`src/rtl/assert_macros.svh`:
```
// Assertion macros used by the converter's top level.
// Depends on nothing; defining SYNTH turns every macro into an empty body.
`ifndef ASSERT_MACROS_SVH
`define ASSERT_MACROS_SVH
`ifndef SYNTH
`define ASSERT_IMPLY(label, clk, rst_n, ante, cons) \
  label: assert property (@(posedge clk) disable iff (!rst_n) (ante) |-> (cons)) \
    else $error("same-cycle implication check failed");
`define ASSERT_NEXT(label, clk, rst_n, ante, cons) \
  label: assert property (@(posedge clk) disable iff (!rst_n) (ante) |=> (cons)) \
    else $error("next-cycle implication check failed");
`define ASSERT_NEXT_NR(label, clk, ante, cons) \
  label: assert property (@(posedge clk) (ante) |=> (cons)) \
    else $error("reset behavior check failed");
`else
`define ASSERT_IMPLY(label, clk, rst_n, ante, cons)
`define ASSERT_NEXT(label, clk, rst_n, ante, cons)
`define ASSERT_NEXT_NR(label, clk, ante, cons)
`endif
`endif

```
`src/rtl/rgbyuv_pkg.sv`:
```
// Types and constants of the blend and color conversion block.
// Used by every module of the block; depends on nothing.
package rgbyuv_pkg;

  typedef logic [2:0] reg_idx_t;

  localparam reg_idx_t REG_ALPHA_FIRST   = 3'd0;
  localparam reg_idx_t REG_ALPHA_SECOND  = 3'd1;
  localparam reg_idx_t REG_LUMA_ROW      = 3'd2;
  localparam reg_idx_t REG_BLUE_DIFF_ROW = 3'd3;
  localparam reg_idx_t REG_RED_DIFF_ROW  = 3'd4;

  localparam int unsigned BLEND_W = 17;
  typedef logic [BLEND_W-1:0] blend_t;

  typedef struct packed {
    blend_t red;
    blend_t green;
    blend_t blue;
    logic   chroma;
  } pix_t;

  typedef struct packed {
    logic signed [15:0] scale_b;
    logic signed [15:0] scale_g;
    logic signed [15:0] scale_r;
    logic signed [15:0] offset;
  } row_cfg_t;

  // The bias is 255 * 8225; it makes the value nonnegative for the division by 255.
  localparam logic [22:0] FLOOR_BIAS = 23'd2097375;
  localparam logic [15:0] BIAS_QUOT  = 16'd8225;
  localparam logic [16:0] RECIP_255  = 17'd65793;
  localparam logic [23:0] DIV_255    = 24'd255;

endpackage

```
`src/rtl/rgbyuv_front.sv`:
```
// Input stage: takes a pixel pair, blends it with the alpha weights and
// classifies it for chroma. Depends on rgbyuv_pkg.
module rgbyuv_front
  import rgbyuv_pkg::*;
(
  input  logic       clk,
  input  logic       rst_n,
  input  logic       in_valid,
  output logic       in_ready,
  input  logic [7:0] in_red_a,
  input  logic [7:0] in_green_a,
  input  logic [7:0] in_blue_a,
  input  logic [7:0] in_red_b,
  input  logic [7:0] in_green_b,
  input  logic [7:0] in_blue_b,
  input  logic       in_row_is_even,
  input  logic       in_column_is_even,
  input  logic [7:0] alpha_first,
  input  logic [7:0] alpha_second,
  output logic       push_valid,
  output pix_t       push_item,
  input  logic       push_ready
);

  logic front_valid_r;
  logic front_valid_nxt;
  pix_t item_r;
  pix_t item_nxt;
  logic in_fire;

  assign in_ready   = !front_valid_r || push_ready;
  assign in_fire    = in_valid && in_ready;
  assign push_valid = front_valid_r;
  assign push_item  = item_r;

  always_comb begin
    front_valid_nxt = in_fire || (front_valid_r && !push_ready);
    item_nxt.red    = BLEND_W'(in_red_a * alpha_first) + BLEND_W'(in_red_b * alpha_second);
    item_nxt.green  = BLEND_W'(in_green_a * alpha_first) + BLEND_W'(in_green_b * alpha_second);
    item_nxt.blue   = BLEND_W'(in_blue_a * alpha_first) + BLEND_W'(in_blue_b * alpha_second);
    item_nxt.chroma = in_row_is_even && in_column_is_even;
  end

  always_ff @(posedge clk) begin
    if (!rst_n) begin
      front_valid_r <= 1'b0;
    end else begin
      front_valid_r <= front_valid_nxt;
    end
  end

  always_ff @(posedge clk) begin
    if (in_fire) begin
      item_r <= item_nxt;
    end
  end

endmodule

```
`config.mk`:
```
export PLATFORM = sky130hd
export DESIGN_NAME = rgbyuv_front
export DESIGN_NICKNAME = d
export VERILOG_FILES = /design/src/rtl/assert_macros.svh /design/src/rtl/rgbyuv_pkg.sv /design/src/rtl/rgbyuv_front.sv
export SDC_FILE = /design/constraint.sdc
export NUM_CORES = 1
export LEC_CHECK = 0
export BUFFER_PORTS_ARGS = -buffer_cell sky130_fd_sc_hd__buf_2
export CORE_MARGIN = 2
export CORE_UTILIZATION = 64
export CTS_CLUSTER_SIZE = 12
export DETAILED_ROUTE_END_ITERATION = 12
export HOLD_SLACK_MARGIN = 0.02
export PLACE_DENSITY_LB_ADDON = 0.2
export SLEW_MARGIN = 20
export SYNTH_ARGS = -nofsm -noshare
export SYNTH_HDL_FRONTEND = slang
export SYNTH_SLANG_ARGS = --single-unit
```
`constraint.sdc`:
```
create_clock -name clk -period 8.7 [get_ports clk]
set_input_delay 1.74 -clock clk [delete_from_list [all_inputs] [get_ports clk]]
set_output_delay 1.74 -clock clk [all_outputs]
set_load 0.05 [all_outputs]
```
Word-level counts from Yosys, hierarchy flattened
Index checks and enable logic that the tools add are counted.
{ "totals": {"regBits": 53, "input_bits": 70, "output_inout_bits": 54} }
{ "classes": {"n_addsub": 3, "mul": 6, "reduce_logical": 7} }
{ "op_table": {"columns": ["cell", "n"], "rows": [
  ["multiplier 8 x 8 -> 16 bit", 6],
  ["adder 16 x 16 -> 17 bit", 3],
  ["logical AND 1 bit", 3],
  ["zero test 1 bit", 2],
  ["logical OR 1 bit", 2]
]} }

Depth between registers and ports, before layout
{ "logic_depth": {"depth_word": 4, "mapped_depth": 20, "depth_no_buf": 18} }

Least setup slack after synthesis
No wires, ideal clock.
{ "synth_path": {"kind": "input to register", "from": "input alpha_first[1]", "to": "register item_r, in the netlist push_item[17], data pin", "setup_ps": 260, "arrival_ps": 6603, "t_required_ps": 8440, "setup_slack_ps": 1837, "path_stages": 17, "path_buffers": 1, "path_cell_list": "clkbuf_1 -> nand2_1 -> fa_1 -> fa_1 -> inv_1 -> fa_1 -> fa_1 -> fa_1 -> inv_1 -> fa_1 -> inv_1 -> ha_1 -> and3_1 -> a221o_1 -> a31o_1 -> a221oi_2 -> xnor2_1"} }
{ "synth_lines": {"columns": ["item", "line", "source"], "rows": [
  ["from (decl)", "rgbyuv_front.sv:18", "input logic [7:0] alpha_first,"],
  ["to (signal assigned)", "rgbyuv_front.sv:54", "item_r <= item_nxt;"],
  ["to (decl)", "rgbyuv_front.sv:27", "pix_t item_r;"]
]} }

==> out/qor.txt <==
Clock Skews - 6.08 ps
critical path endpoint category - flop
drt wl/cell - 15.8 um
Die Ht - 158 um
crit-path max cell delay - 560 ps
asr flop ratio synth - 0%
number of routed nets with antenna violations - 0
FF-to-FF setup slack - 7160 ps
WP data required - 8770 ps
I/O pins - 124
top post-synthesis cells by area - fa_1 39%, ha_1 16%, and2_1 11%
HP Class - reg2reg
distinct cell type count after synthesis - 56
pin count of the biggest net entering global routing - 53
register area share after synthesis - 10.5%
CTS buffer count - 5
Post-Syn Instances - 1602
Core Footprint - 23300 um^2
post-CTS setup buffer count - 0
share of the synthesized area in the top cell type - 38.6%
Worst path depth - 17
worst path cell trace - buf_2 -> nand2_1 -> fa_1 -> fa_1 -> inv_1 -> fa_1 -> fa_1 -> fa_1 -> inv_1 -> fa_1 -> inv_1 -> ha_1 -> and3_1 -> a221o_1 -> a31o_1 -> a221oi_2 -> xnor2_1
hold depth - 2
dpl ws - 1420 ps
Worst Setup SP - alpha_first[2]
Final nets - 2254
initial core utilization - 64.7%
# resized after CTS - 0
RSZ-0062 raised after global routing - no
Longest Clk Path Bufs - 2
finished layout cell area - 16100 um^2
# fillers - 1898
mapped cell area - 15100 um^2
fin crit share - 80.2%
Post-Syn Area per Cell - 9.42 um^2
Reg2Reg Depth - 3
crit-path max FO - 24
syn nets - 2158
Slew Limit Headroom - 50.8%
cell taking the most area after synthesis - fa_1
drt pass-1 iters - 5
vias in the first global route - 11806
first-pass GRT wire length - 55100 um
fmax - 143 MHz
Residual DRC - 0
Worst EP arrival - 7050 ps
die area - 24800 um^2
row cnt - 56
setup TNS - 0 ps
count leader, synth - inv_1
WP buf/inv - 4
Slew Limit Fails - 0
Layout area overhead - 6.88%
RR Endpoint - push_item[51]$_DFFE_PP_
CTS Root Cell - clkbuf_16
placed cells - 2010
gpl congestion - 0.949
Port Buffers - 123
number of flops mapped to enable cells by yosys - 52
width of the die - 158 um
Vias per Instance - 5.43
post-DP HPWL - 26200 um
synth warn - 0
Initial DRC Count - 633
crit path launch type - primary input
Worst Setup EP - push_item[17]$_DFFE_PP_
Most used DFF post-synth - edfxtp_1
commonest cells in the netlist - 399 x inv_1, 291 x fa_1, 257 x and2_1
status - completed
share of layout cells above drive strength 1 - 8.18%
R2R Path Start - push_valid$_SDFF_PN0_
FF+latch count, synth - 53
CTS tree - built
clk slew on worst S/H paths - 80 ps
most used cell, CP - fa_1
Final setup viols - 0
slowest CP cell - fa_1
worst-margin pin slew - 739 ps
Final Hold Viols - 0
initial antenna violation count - 2
All-Layer GR Usage - 28.3%
clk_lat worst skew - 320 ps
setup ws final - 1720 ps
CP top delay family - adder cells
# hold bufs at CTS - 0
Cell Area, Placed - 16000 um^2
Max Cap Violations - 0
WS Path Type - in2reg
Via Count - 10959
H-tree Lvls - 2
post-route minimum period - 6980 ps
grt ovf - 0
DRT Wirelength - 32000 um
post-route insts no fill - 2019
clock sink total - 53
## cells in the final DEF, fill, tap and decap left out, drive strengths merged, types with 4 or more instances in the layout
cell type | netlist | routed
a2111oi | 4 | 4
inv | 399 | 399
a211oi | 4 | 4
and2 | 257 | 257
nor2b | 5 | 5
a21oi | 33 | 33
and3 | 5 | 5
edfxtp | 52 | 52
nand2b | 5 | 5
nor3 | 13 | 13
o211ai | 5 | 5
ha | 195 | 195
xnor2 | 14 | 14
nor2 | 30 | 30
nand2 | 154 | 154
nand3 | 12 | 12
a31oi | 5 | 5
fa | 291 | 291
clkbuf | 36 | 7
xor2 | 16 | 16
a21o | 12 | 12
buf | 0 | 125
o21ai | 13 | 13
o21a | 5 | 5
## metal layers
metal  GRT usage, %  routed length (um)  share of wire [%]  vias up
li1               -                   -                  -     5039
met1           35.3               12700                 40     5522
met2           51.3               16600                 52      331
met3           4.41                1900                5.9       63
met4           7.58                 795                2.5        4
met5              0                  20              0.063        -
## state kept, by name, summed over array words and instances (netlist names)
| register | count |
|---|---|
| push_item | 52 |
| push_valid | 1 |
## tightest hold or removal path: stages (launching register included)
cell	delay [ps]
dfxtp_1	310
nand2b_1	90
a21boi_0	80
## cell type report
cell class	instances	area, um^2	area share, %
multi-input combinational	1114	11900	73.6
clock inverter	1	7.51	0.0466
sequential	53	1580	9.81
clock buffer	7	133	0.823
inverter	399	1500	9.29
tap	319	399	2.48
antenna	1	2.50	0.0155
timing repair buffer	125	631	3.91
## logic make-up (layout without fill, tap and decap cells)
group | Yosys count | count (layout) | share of synthesized area, %
AOI/OAI and AO/OA | 104 | 104 | 4.77
xor gates and xnor gates | 30 | 30 | 1.74
adders and majority gates | 486 | 486 | 54.8
buffers and inverters | 435 | 532 | 10.8
DFF | 53 | 53 | 10.5
muxes | 1 | 1 | 0.0663
other | 0 | 1 | 0
and+or+nand+nor | 493 | 493 | 17.3
## metrics by stage
stage | hold slack (ps) | utilization (%)
3_3_place_gp | 499 | 68.5
3_5_place_dp | 524 | 68.5
6_report | 525 | 69.1
2_1_floorplan | 1150 | -
4_1_cts | 536 | 69.1
5_1_grt | 586 | 69.1
## how the worst min path moves through the flow
stage	startpoint	to	slack (ps)
3_3_place_gp	push_valid$_SDFF_PN0_	push_valid$_SDFF_PN0_	500
4_1_cts	push_valid$_SDFF_PN0_	push_valid$_SDFF_PN0_	540
6_report	push_valid$_SDFF_PN0_	push_valid$_SDFF_PN0_	530
3_5_place_dp	push_valid$_SDFF_PN0_	push_valid$_SDFF_PN0_	520
5_1_grt	push_valid$_SDFF_PN0_	push_valid$_SDFF_PN0_	590
2_1_floorplan	push_valid$_SDFF_PN0_	push_valid$_SDFF_PN0_	1150
Power is left out: the tool's default activity adds up to more than one toggle a clock period on the data nets, which glitch-free logic cannot reach.
