--- src/rtl/assert_macros.svh ---
// Assertion macros used by the converter's top level.
// Depends on nothing; defining SYNTH turns every macro into an empty body.
`ifndef ASSERT_MACROS_SVH
`define ASSERT_MACROS_SVH
`ifndef SYNTH
`define ASSERT_IMPLY(label, clk, rst_n, ante, cons) \
  label: assert property (@(posedge clk) disable iff (!rst_n) (ante) |-> (cons)) \
    else $error("same-cycle implication check failed");
`define ASSERT_NEXT(label, clk, rst_n, ante, cons) \
  label: assert property (@(posedge clk) disable iff (!rst_n) (ante) |=> (cons)) \
    else $error("next-cycle implication check failed");
`define ASSERT_NEXT_NR(label, clk, ante, cons) \
  label: assert property (@(posedge clk) (ante) |=> (cons)) \
    else $error("reset behavior check failed");
`else
`define ASSERT_IMPLY(label, clk, rst_n, ante, cons)
`define ASSERT_NEXT(label, clk, rst_n, ante, cons)
`define ASSERT_NEXT_NR(label, clk, ante, cons)
`endif
`endif

--- src/rtl/rgbyuv_pkg.sv ---
// Types and constants of the blend and color conversion block.
// Used by every module of the block; depends on nothing.
package rgbyuv_pkg;

  typedef logic [2:0] reg_idx_t;

  localparam reg_idx_t REG_ALPHA_FIRST   = 3'd0;
  localparam reg_idx_t REG_ALPHA_SECOND  = 3'd1;
  localparam reg_idx_t REG_LUMA_ROW      = 3'd2;
  localparam reg_idx_t REG_BLUE_DIFF_ROW = 3'd3;
  localparam reg_idx_t REG_RED_DIFF_ROW  = 3'd4;

  localparam int unsigned BLEND_W = 17;
  typedef logic [BLEND_W-1:0] blend_t;

  typedef struct packed {
    blend_t red;
    blend_t green;
    blend_t blue;
    logic   chroma;
  } pix_t;

  typedef struct packed {
    logic signed [15:0] scale_b;
    logic signed [15:0] scale_g;
    logic signed [15:0] scale_r;
    logic signed [15:0] offset;
  } row_cfg_t;

  // The bias is 255 * 8225; it makes the value nonnegative for the division by 255.
  localparam logic [22:0] FLOOR_BIAS = 23'd2097375;
  localparam logic [15:0] BIAS_QUOT  = 16'd8225;
  localparam logic [16:0] RECIP_255  = 17'd65793;
  localparam logic [23:0] DIV_255    = 24'd255;

endpackage

--- src/rtl/rgbyuv_queue.sv ---
// Short first-in first-out queue between the input stage and the arithmetic.
// Depends on rgbyuv_pkg.
module rgbyuv_queue
  import rgbyuv_pkg::*;
#(
  parameter int unsigned DEPTH = 4
) (
  input  logic clk,
  input  logic rst_n,
  input  logic push_valid,
  input  pix_t push_item,
  output logic push_ready,
  output logic pop_valid,
  output pix_t pop_item,
  input  logic pop_ready
);

  localparam int unsigned PTR_W = (DEPTH > 1) ? $clog2(DEPTH) : 1;
  localparam int unsigned CNT_W = $clog2(DEPTH + 1);
  localparam logic [PTR_W-1:0] LAST_PTR = PTR_W'(DEPTH - 1);
  localparam logic [CNT_W-1:0] FULL_CNT = CNT_W'(DEPTH);

  pix_t             mem [DEPTH];
  logic [PTR_W-1:0] wr_ptr_r;
  logic [PTR_W-1:0] wr_ptr_nxt;
  logic [PTR_W-1:0] rd_ptr_r;
  logic [PTR_W-1:0] rd_ptr_nxt;
  logic [CNT_W-1:0] count_r;
  logic [CNT_W-1:0] count_nxt;
  logic             push_fire;
  logic             pop_fire;

  assign push_ready = (count_r != FULL_CNT);
  assign pop_valid  = (count_r != '0);
  assign pop_item   = mem[rd_ptr_r];
  assign push_fire  = push_valid && push_ready;
  assign pop_fire   = pop_valid && pop_ready;

  always_comb begin
    wr_ptr_nxt = wr_ptr_r;
    rd_ptr_nxt = rd_ptr_r;
    count_nxt  = count_r;
    if (push_fire) begin
      wr_ptr_nxt = (wr_ptr_r == LAST_PTR) ? '0 : wr_ptr_r + 1'b1;
    end
    if (pop_fire) begin
      rd_ptr_nxt = (rd_ptr_r == LAST_PTR) ? '0 : rd_ptr_r + 1'b1;
    end
    if (push_fire && !pop_fire) begin
      count_nxt = count_r + 1'b1;
    end else if (pop_fire && !push_fire) begin
      count_nxt = count_r - 1'b1;
    end
  end

  always_ff @(posedge clk) begin
    if (!rst_n) begin
      wr_ptr_r <= '0;
      rd_ptr_r <= '0;
      count_r  <= '0;
    end else begin
      wr_ptr_r <= wr_ptr_nxt;
      rd_ptr_r <= rd_ptr_nxt;
      count_r  <= count_nxt;
    end
  end

  always_ff @(posedge clk) begin
    if (push_fire) begin
      mem[wr_ptr_r] <= push_item;
    end
  end

endmodule

--- config.mk ---
export PLATFORM = sky130hd
export DESIGN_NAME = rgbyuv_queue
export DESIGN_NICKNAME = d
export VERILOG_FILES = /design/src/rtl/assert_macros.svh /design/src/rtl/rgbyuv_pkg.sv /design/src/rtl/rgbyuv_queue.sv
export SDC_FILE = /design/constraint.sdc
export NUM_CORES = 1
export LEC_CHECK = 0
export ABC_AREA = 1
export BUFFER_PORTS_ARGS = -buffer_cell sky130_fd_sc_hd__buf_4
export CAP_MARGIN = 20
export CORE_UTILIZATION = 39
export DETAILED_ROUTE_END_ITERATION = 10
export HOLD_SLACK_MARGIN = 0.05
export PLACE_DENSITY = 0.61
export SYNTH_ARGS = -nofsm -noshare
export SYNTH_HDL_FRONTEND = slang
export SYNTH_SLANG_ARGS = --single-unit
--- constraint.sdc ---
create_clock -name clk -period 4.4 [get_ports clk]
set_input_delay 0.88 -clock clk [delete_from_list [all_inputs] [get_ports clk]]
set_output_delay 0.88 -clock clk [all_outputs]
set_load 0.01 [all_outputs]
======== Yosys cells after proc, flatten, opt, wreduce, memory -nomap -nowiden ========
Memory sizes are Yosys's and may differ from the RTL's. A register that Yosys moved wholly into a read port is not among the register bits.
Index checks and enable logic that the tools add are counted.
W data, S select, Z words.
storage, ports and cells
  register bits after elaboration ......... 7
  memories ................................ 1
  bits of input ports ..................... 56
  memory bits (writable) .................. 208
  output and inout port bits .............. 54
cells by class
  multiplexer cells ....................... 8
  reduce and logical (&&, ||, !) cells .... 8
  eq/ne operators ......................... 3
  add/sub/neg operators ................... 4
memory list
  memory  words  width  rd ports  clocked after Yosys merged registers in  write ports  line                source
  mem     4      52     1         1                                        1            rgbyuv_queue.sv:23  pix_t mem [DEPTH];
operators with widths
  operator               number
  $mux W2                4
  $mux W3                2
  $add A2 B1 Y2 const B  2
  $eq A2 B2 Y1 const B   2
  $logic_and A1 B1 Y1    4
  $add A3 B1 Y3 const B  1
  $ne A3 B3 Y1 const B   1
  $reduce_bool A3 Y1     1
  $sub A3 B1 Y3 const B  1
  $logic_not A1 Y1       2
  $mux W1                2
  $reduce_bool A2 Y1     1

======== Depth between registers and ports, before layout ========
Gate-level depths: netlist of run 1.
  depth in word-level cells ............... 6
  mapped depth ............................ 13
  depth with buffers taken out ............ 13

======== Worst setup path before layout of run 1 ========
Ideal clock, no wire load.
  kind .................................... input-to-reg
  from .................................... in push_valid
  to ...................................... mem mem[0][0] (netlist name), enable pin
  path slack .............................. 0.730 ns
  stages on the path ...................... 2
  path buffers ............................ 0
  data arrival time ....................... 3.208 ns
  path through ............................ nand2_1 > nor2_1
between the ends
  word-level cells in the longest chain between the ends .. 3
RTL lines
  item                           line                source
  start: declaration             rgbyuv_queue.sv:10  input logic push_valid,
  $logic_and A1 B1 Y1            rgbyuv_queue.sv:36  assign push_fire = push_valid && push_ready;
  $mux W1                        rgbyuv_queue.sv:69  if (push_fire) begin
  $mux W1 (not written as such)  rgbyuv_queue.sv:70  mem[wr_ptr_r] <= push_item;
  end: declaration               rgbyuv_queue.sv:23
No other way between the ends.

==> results of run 1 <==
## power by group
part	switching, mW	leakage, nW	internal [mW]
sequential	0.106	1.98	2.52
clock	0.733	0.330	1.01
combinational	1.14	1.30	0.764
## critical path, cell delays in order (launching register included)
cell	delay, ns
dfxtp_4	0.69
buf_4	0.60
o21ai_0	0.23
o22ai_1	0.25
buf_4	0.16
## per-stage QoR
stage / std cells / hold WS (ns) / cell area, um^2
floorplan: 572 / 0.4801 / 8736
global route: 976 / 0.5587 / 10490
finish: 976 / 0.5361 / 10490
CTS: 976 / 0.5352 / 10490
global placement: 938 / 0.4903 / 9811
detailed placement: 938 / 0.5238 / 9811
## path summary, 6_finish.rpt
check	start	endpoint	slack [ns]
setup / recovery	flip-flop	pop_item[15]	1.07
hold / removal	rd_ptr_r[1]	flip-flop	0.54
setup reg to reg	count_r[0]	mem[2][29]	2.07
hold reg to reg	rd_ptr_r[1]	flip-flop	0.54
## kinds of logic after synthesis
logic type | synth area share, %
adders and majority gates | 1.088
and+or+nand+nor | 9.324
buffers and inverters | 3.466
AOI/OAI and AO/OA | 12.56
DFF | 73.56
## flip-flops by register name, indices dropped and copies added, names as in the netlist, named ones only
name      flops
wr_ptr_r      2
count_r       3
mem         208
rd_ptr_r      2
## Yosys cell counts
cell type	number	area (um^2)
nand4_1	1	6.260
inv_1	15	56.30
buf_4	1	7.510
clkbuf_1	14	52.55
buf_12	5	100.1
a21oi_1	2	10.01
nor2_4	37	416.7
nand2_1	15	56.30
fa_1	1	20.02
o21ai_0	92	460.4
buf_2	9	45.04
nand3b_1	1	7.510
o21ai_1	14	70.07
nor2_1	81	304.0
o22ai_2	37	462.9
inv_2	2	7.510
o22ai_1	15	93.84
nand3_1	1	5.000
nor2_2	3	18.77
dfxtp_1	9	180.2
edfxtp_1	208	6246
ha_1	6	75.07
buf_6	3	33.78
## metal layers
layer | vias to the layer above | routed length, um | global-route usage [%] | part of all wire, %
met5 | - | 0 | 0 | 0
li1 | 2343 | - | - | -
met4 | 0 | 391 | 4.752 | 2.2
met3 | 28 | 951 | 3.353 | 5.4
met1 | 2486 | 7801 | 20.73 | 44
met2 | 97 | 8496 | 26.18 | 48
## cell usage in the layout, fill, tap and decap left out, types with 2 or more instances in the layout
| master | instances |
|---|---|
| o22ai_2 | 37 |
| nor2_1 | 77 |
| o22ai_1 | 15 |
| nor2_2 | 3 |
| dfxtp_1 | 7 |
| buf_4 | 115 |
| clkbuf_16 | 23 |
| edfxtp_1 | 208 |
| buf_12 | 3 |
| ha_1 | 6 |
| o21ai_0 | 92 |
| inv_1 | 15 |
| nand2_1 | 15 |
| o21ai_1 | 14 |
| clkinv_2 | 4 |
| clkinv_1 | 3 |
| a21oi_1 | 2 |
| inv_6 | 2 |
| clkbuf_1 | 3 |
| clkinvlp_4 | 2 |
| nor2_4 | 41 |
## layout make-up
class	instances	area (um^2)	share of cell area, %
multi-input cells	306	2037	19.42
clock inverters	12	93.84	0.8945
well taps	280	350.3	3.339
clock buffers	26	586.8	5.593
inverters	17	68.82	0.6559
repair buffers	118	923.4	8.801
flip-flops and latches	217	6431	61.30
==> results.toml, run 1 <==
[outcome]
status = "finished clean"

[worst_setup_path]
worst_ep_arrival_time_ns = 2.45
crit_path_max_fanout = 58
crit_type = "reg -> out"
r2r_cells = 5
critPathLaunchType = "flip-flop"
crit_required_ns = 3.52
endpoint_kind = "primary output"

[die]
die_w_um = 151.7
fp.coreArea_mm2 = 0.02189
pin_count = 110
initial_core_util_pct = 39.91
die_h_um = 151.7
dieArea_mm2 = 0.02300
rows = 54

[finish]
layout-drive-gt1-share_pct = 33.76
n_fill_cell = 1864
diodes = 0
fin_util_pct = 47.93
syn_to_final_growth_pct = 20.09
fin_nets = 745

[timing]
slew_headroom_pct = 34.54
tightest_slew_ns = 0.9805
post-route-min-period_ns = 3.333
period_share_pct = 75.74
setup_ws_ns = 1.067
fin_skew_ns = 0.004832
hold_viol_final = 0
fmax_ghz = 0.3001
maxSlewViolCount = 0
rsz0062_at_grt = "false"
fin_setup_tns_ns = 0
setup_viol = 0

[hold_path]
hold_path.class = "reg -> reg"
min_path_cells = 4

[clock_tree]
cts_resized = 0
cts-root-buf = "clkbuf_16"
cts_sinks = 217
cts_hold_buffers = 0
cts_setup_buffers = 0
cts_buffers = 22
cts_tree = "yes"
htreeDepth = 1
insertion_delay_ns = 0.49
cts.clk_slew.worst_paths_ns = 0.06
clk_path_buf_depth = 3

[power_and_ir_drop]
power_mw = 6.276
p_leak_nw = 3.616
p_per_area_mw_per_mm2 = 598.2
peakVddDrop_uv = 439.3

[synth]
yosys_warnings = 0
synth_area_per_cell_um2 = 15.27
netlist_instances = 572
synth_nets = 635
ys_seq_area_share_pct = 73.56
yosys_register_bits = 217
yosys.cell_types.count = 23
syn_area_mm2 = 0.008736

[placement]
post-place-ws_ns = 1.572
port_buffers = 109
hpwl_mm = 10.10
gp_congestion = 0.7171

[global_routing]
antenna_found_initial = 0
grt_pass1_wl_mm = 27.52
grt_max_degree = 59
grt_pass1_vias = 5068
grt_util_all_layers_pct = 15.77
grt-ovfl-total = 0

[route]
firstDrtPassIters = 4
drtAntennaViolNets = 0
wl_per_cell_um = 18.08
drt_iter0_markers = 211
drt_wl_total_mm = 17.64
via_count = 4954
drc = 0
viasPerCell = 5.076

[job]
cap_violations = 0
(Power assumes the default switching activity.)
==> run 2: changes to the inputs <==
==> constraint.sdc (replaced) <==
create_clock -name clk -period 3.4 [get_ports clk]
set_input_delay 0.68 -clock clk [delete_from_list [all_inputs] [get_ports clk]]
set_output_delay 0.68 -clock clk [all_outputs]
set_load 0.01 [all_outputs]
==> run 2 against run 1 <==
Net effect: routed wire length rose by 3.0%; final cell count rose by 1.0%; critical endpoint is now pop_item[17]; clock power rose by 38%; global-route usage fell by 0.083 points; non-clock buffer count rose by 3; count of clock-buffer cells in the layout rose by 6; worst setup slack got worse by 0.80 ns; combinational power rose by 29%; register-to-register slack got worse by 0.84 ns; total power rose by 32%; sequential cell count did not move; critical path depth did not move.
==> results.toml, run 2 (same netlist as run 1, synthesis figures left out) <==
[hold_path]
hold_path.class = "in -> reg"
min_to = "mem[3][25]"
min_path_cells = 1
hold_start = "push_item[25]"

[timing]
post-route-min-period_ns = 3.132
maxSlewViolCount = 0
setup_ws_ns = 0.2681
setup_viol = 0
period_share_pct = 92.11
holdWs_ns = 0.3569
tightest_slew_ns = 0.6952
fmax_ghz = 0.3193
rsz0062_at_grt = "false"
hold_viol_final = 0
fin_skew_ns = 0.02690
slew_headroom_pct = 53.65

[global_routing]
global_route.usage.met1_pct = 19.73
grt_pass1_vias = 5111
grt_util_all_layers_pct = 15.69
grt_max_degree = 69
top_usage_layer = "met2"
grt_pass1_wl_mm = 27.37
antenna_found_initial = 1
grt-ovfl-total = 0
grtUsageMet3_pct = 3.443
use_met2_pct = 27.41

[power_and_ir_drop]
p_per_area_mw_per_mm2 = 784.6
p_leak_nw = 3.660
peakVddDrop_uv = 495.0
power_mw = 8.310

[worst_setup_path]
crit_required_ns = 2.72
worst_ep_arrival_time_ns = 2.45
slowest_delay_ns = 0.64
r2r_cells = 9
cp_num_buf_inv = 2
endpoint_kind = "primary output"
cp_cell_sequence = "buf_4 > o21ai_0 > o22ai_1 > buf_4"
worstReg2RegStart = "count_r[1]"
crit_path_max_fanout = 68
critical_path.top_delay_family = "buffers and inverters"
crit_path_frequent_cell = "buf_4"
r2r-end = "count_r[1]"
crit_path_top_delay_cell = "buf_4"
crit_type = "reg -> out"
critPathLaunchType = "flip-flop"
r2r_setup_slack_ns = 1.23

[placement]
port_buffers = 109
post-place-ws_ns = 0.8163
gp_congestion = 0.7015
dp_cells = 941
hpwl_mm = 10.46

[finish]
largest_register = "mem"
n_fill_cell = 1906
reg.largest.list = "mem (208), count_r (3)"
syn_to_final_growth_pct = 21.24
fin_util_pct = 48.38
final_cell_mix = "208 x edfxtp_1, 117 x buf_4, 92 x o21ai_0"
fin_nets = 750
layout-drive-gt1-share_pct = 34.18
final_cell_count_no_fill = 986
final_common_cell = "edfxtp_1"
largest_reg_flops = 208
multi_input_area_mm2 = 0.002037
regArea_mm2 = 0.006431

[clock_tree]
cts_sinks = 217
cts.clk_slew.worst_paths_ns = 0.06
clk_path_buf_depth = 3
cts_hold_buffers = 0
cts_buffers = 24
cts-root-buf = "clkbuf_16"
cts_resized = 0
insertion_delay_ns = 0.52
cts_tree = "yes"
cts_setup_buffers = 0
htreeDepth = 1

[route]
drc = 0
viasPerCell = 5.094
drt_wl_total_mm = 18.17
via_count = 5023
wl_per_cell_um = 18.43
drtAntennaViolNets = 0
firstDrtPassIters = 4
drt_iter0_markers = 300

[die]
dieArea_mm2 = 0.02300
fp.coreArea_mm2 = 0.02189
die_w_um = 151.7
initial_core_util_pct = 39.91
die_h_um = 151.7
rows = 54
pin_count = 110

[job]
cap_violations = 0

[outcome]
status = "finished clean"
## run 2: changes by cell type in the layout (fill, tap and decap cells not counted)
cell / previous run / this run
clkinv_2: 4 / 5
inv_6: 2 / 1
clkinv_8: 0 / 1
clkbuf_1: 3 / 7
buf_12: 3 / 4
clkbuf_8: 0 / 1
clkbuf_16: 23 / 24
clkinv_1: 3 / 2
buf_4: 115 / 117
diode_2: 0 / 1
## run 2: routing by layer
metal / vias up / part of all wire (%) / routed length (um)
met3: 24 / 5.4 / 985
met5: - / 0 / 0
met4: 0 / 1.5 / 272
met2: 117 / 51 / 9194
li1: 2362 / - / -
met1: 2520 / 42 / 7715
## run 2: through the flow
stage | setup TNS (ns) | instance area [um^2]
3_5_place_dp | 0 | 9846
6_report | 0 | 10590
4_1_cts | 0 | 10590
2_1_floorplan | -14.59 | 8736
3_3_place_gp | 0 | 9846
5_1_grt | 0 | 10590
## run 2: layout make-up
type / instances / area share (%)
clock inverter: 12 / 0.9687
tap: 280 / 3.308
inverter: 17 / 0.6497
sequential: 217 / 60.72
antenna: 1 / 0.02363
timing repair buffer: 121 / 9.049
clock buffer: 32 / 6.048
multi-input combinational: 306 / 19.23
## run 2: how the worst max path moves through the flow
stage	depth (start not counted)	slack, ns	endpoint
after CTS	4	0.28	pop_item[17]
after floorplan	2	-0.07	mem[0][0]
final	4	0.27	pop_item[17]
after global routing	4	0.14	pop_item[24]
after global placement	4	0.84	pop_item[24]
after detailed placement	4	0.82	pop_item[24]
## run 2: where the power goes
part | internal (mW) | switching, mW | leakage, nW
sequential | 3.26 | 0.157 | 1.98
combinational | 1.00 | 1.46 | 1.32
clock | 1.41 | 1.02 | 0.359
## run 2: worst register-to-register path: cells and delay by family (launching register included)
family          cells  cell delay, ns
simple gates        4            0.74
fa+ha+maj           2            0.63
flops               1            0.33
buf+inv             2            0.18
compound gates      1            0.17
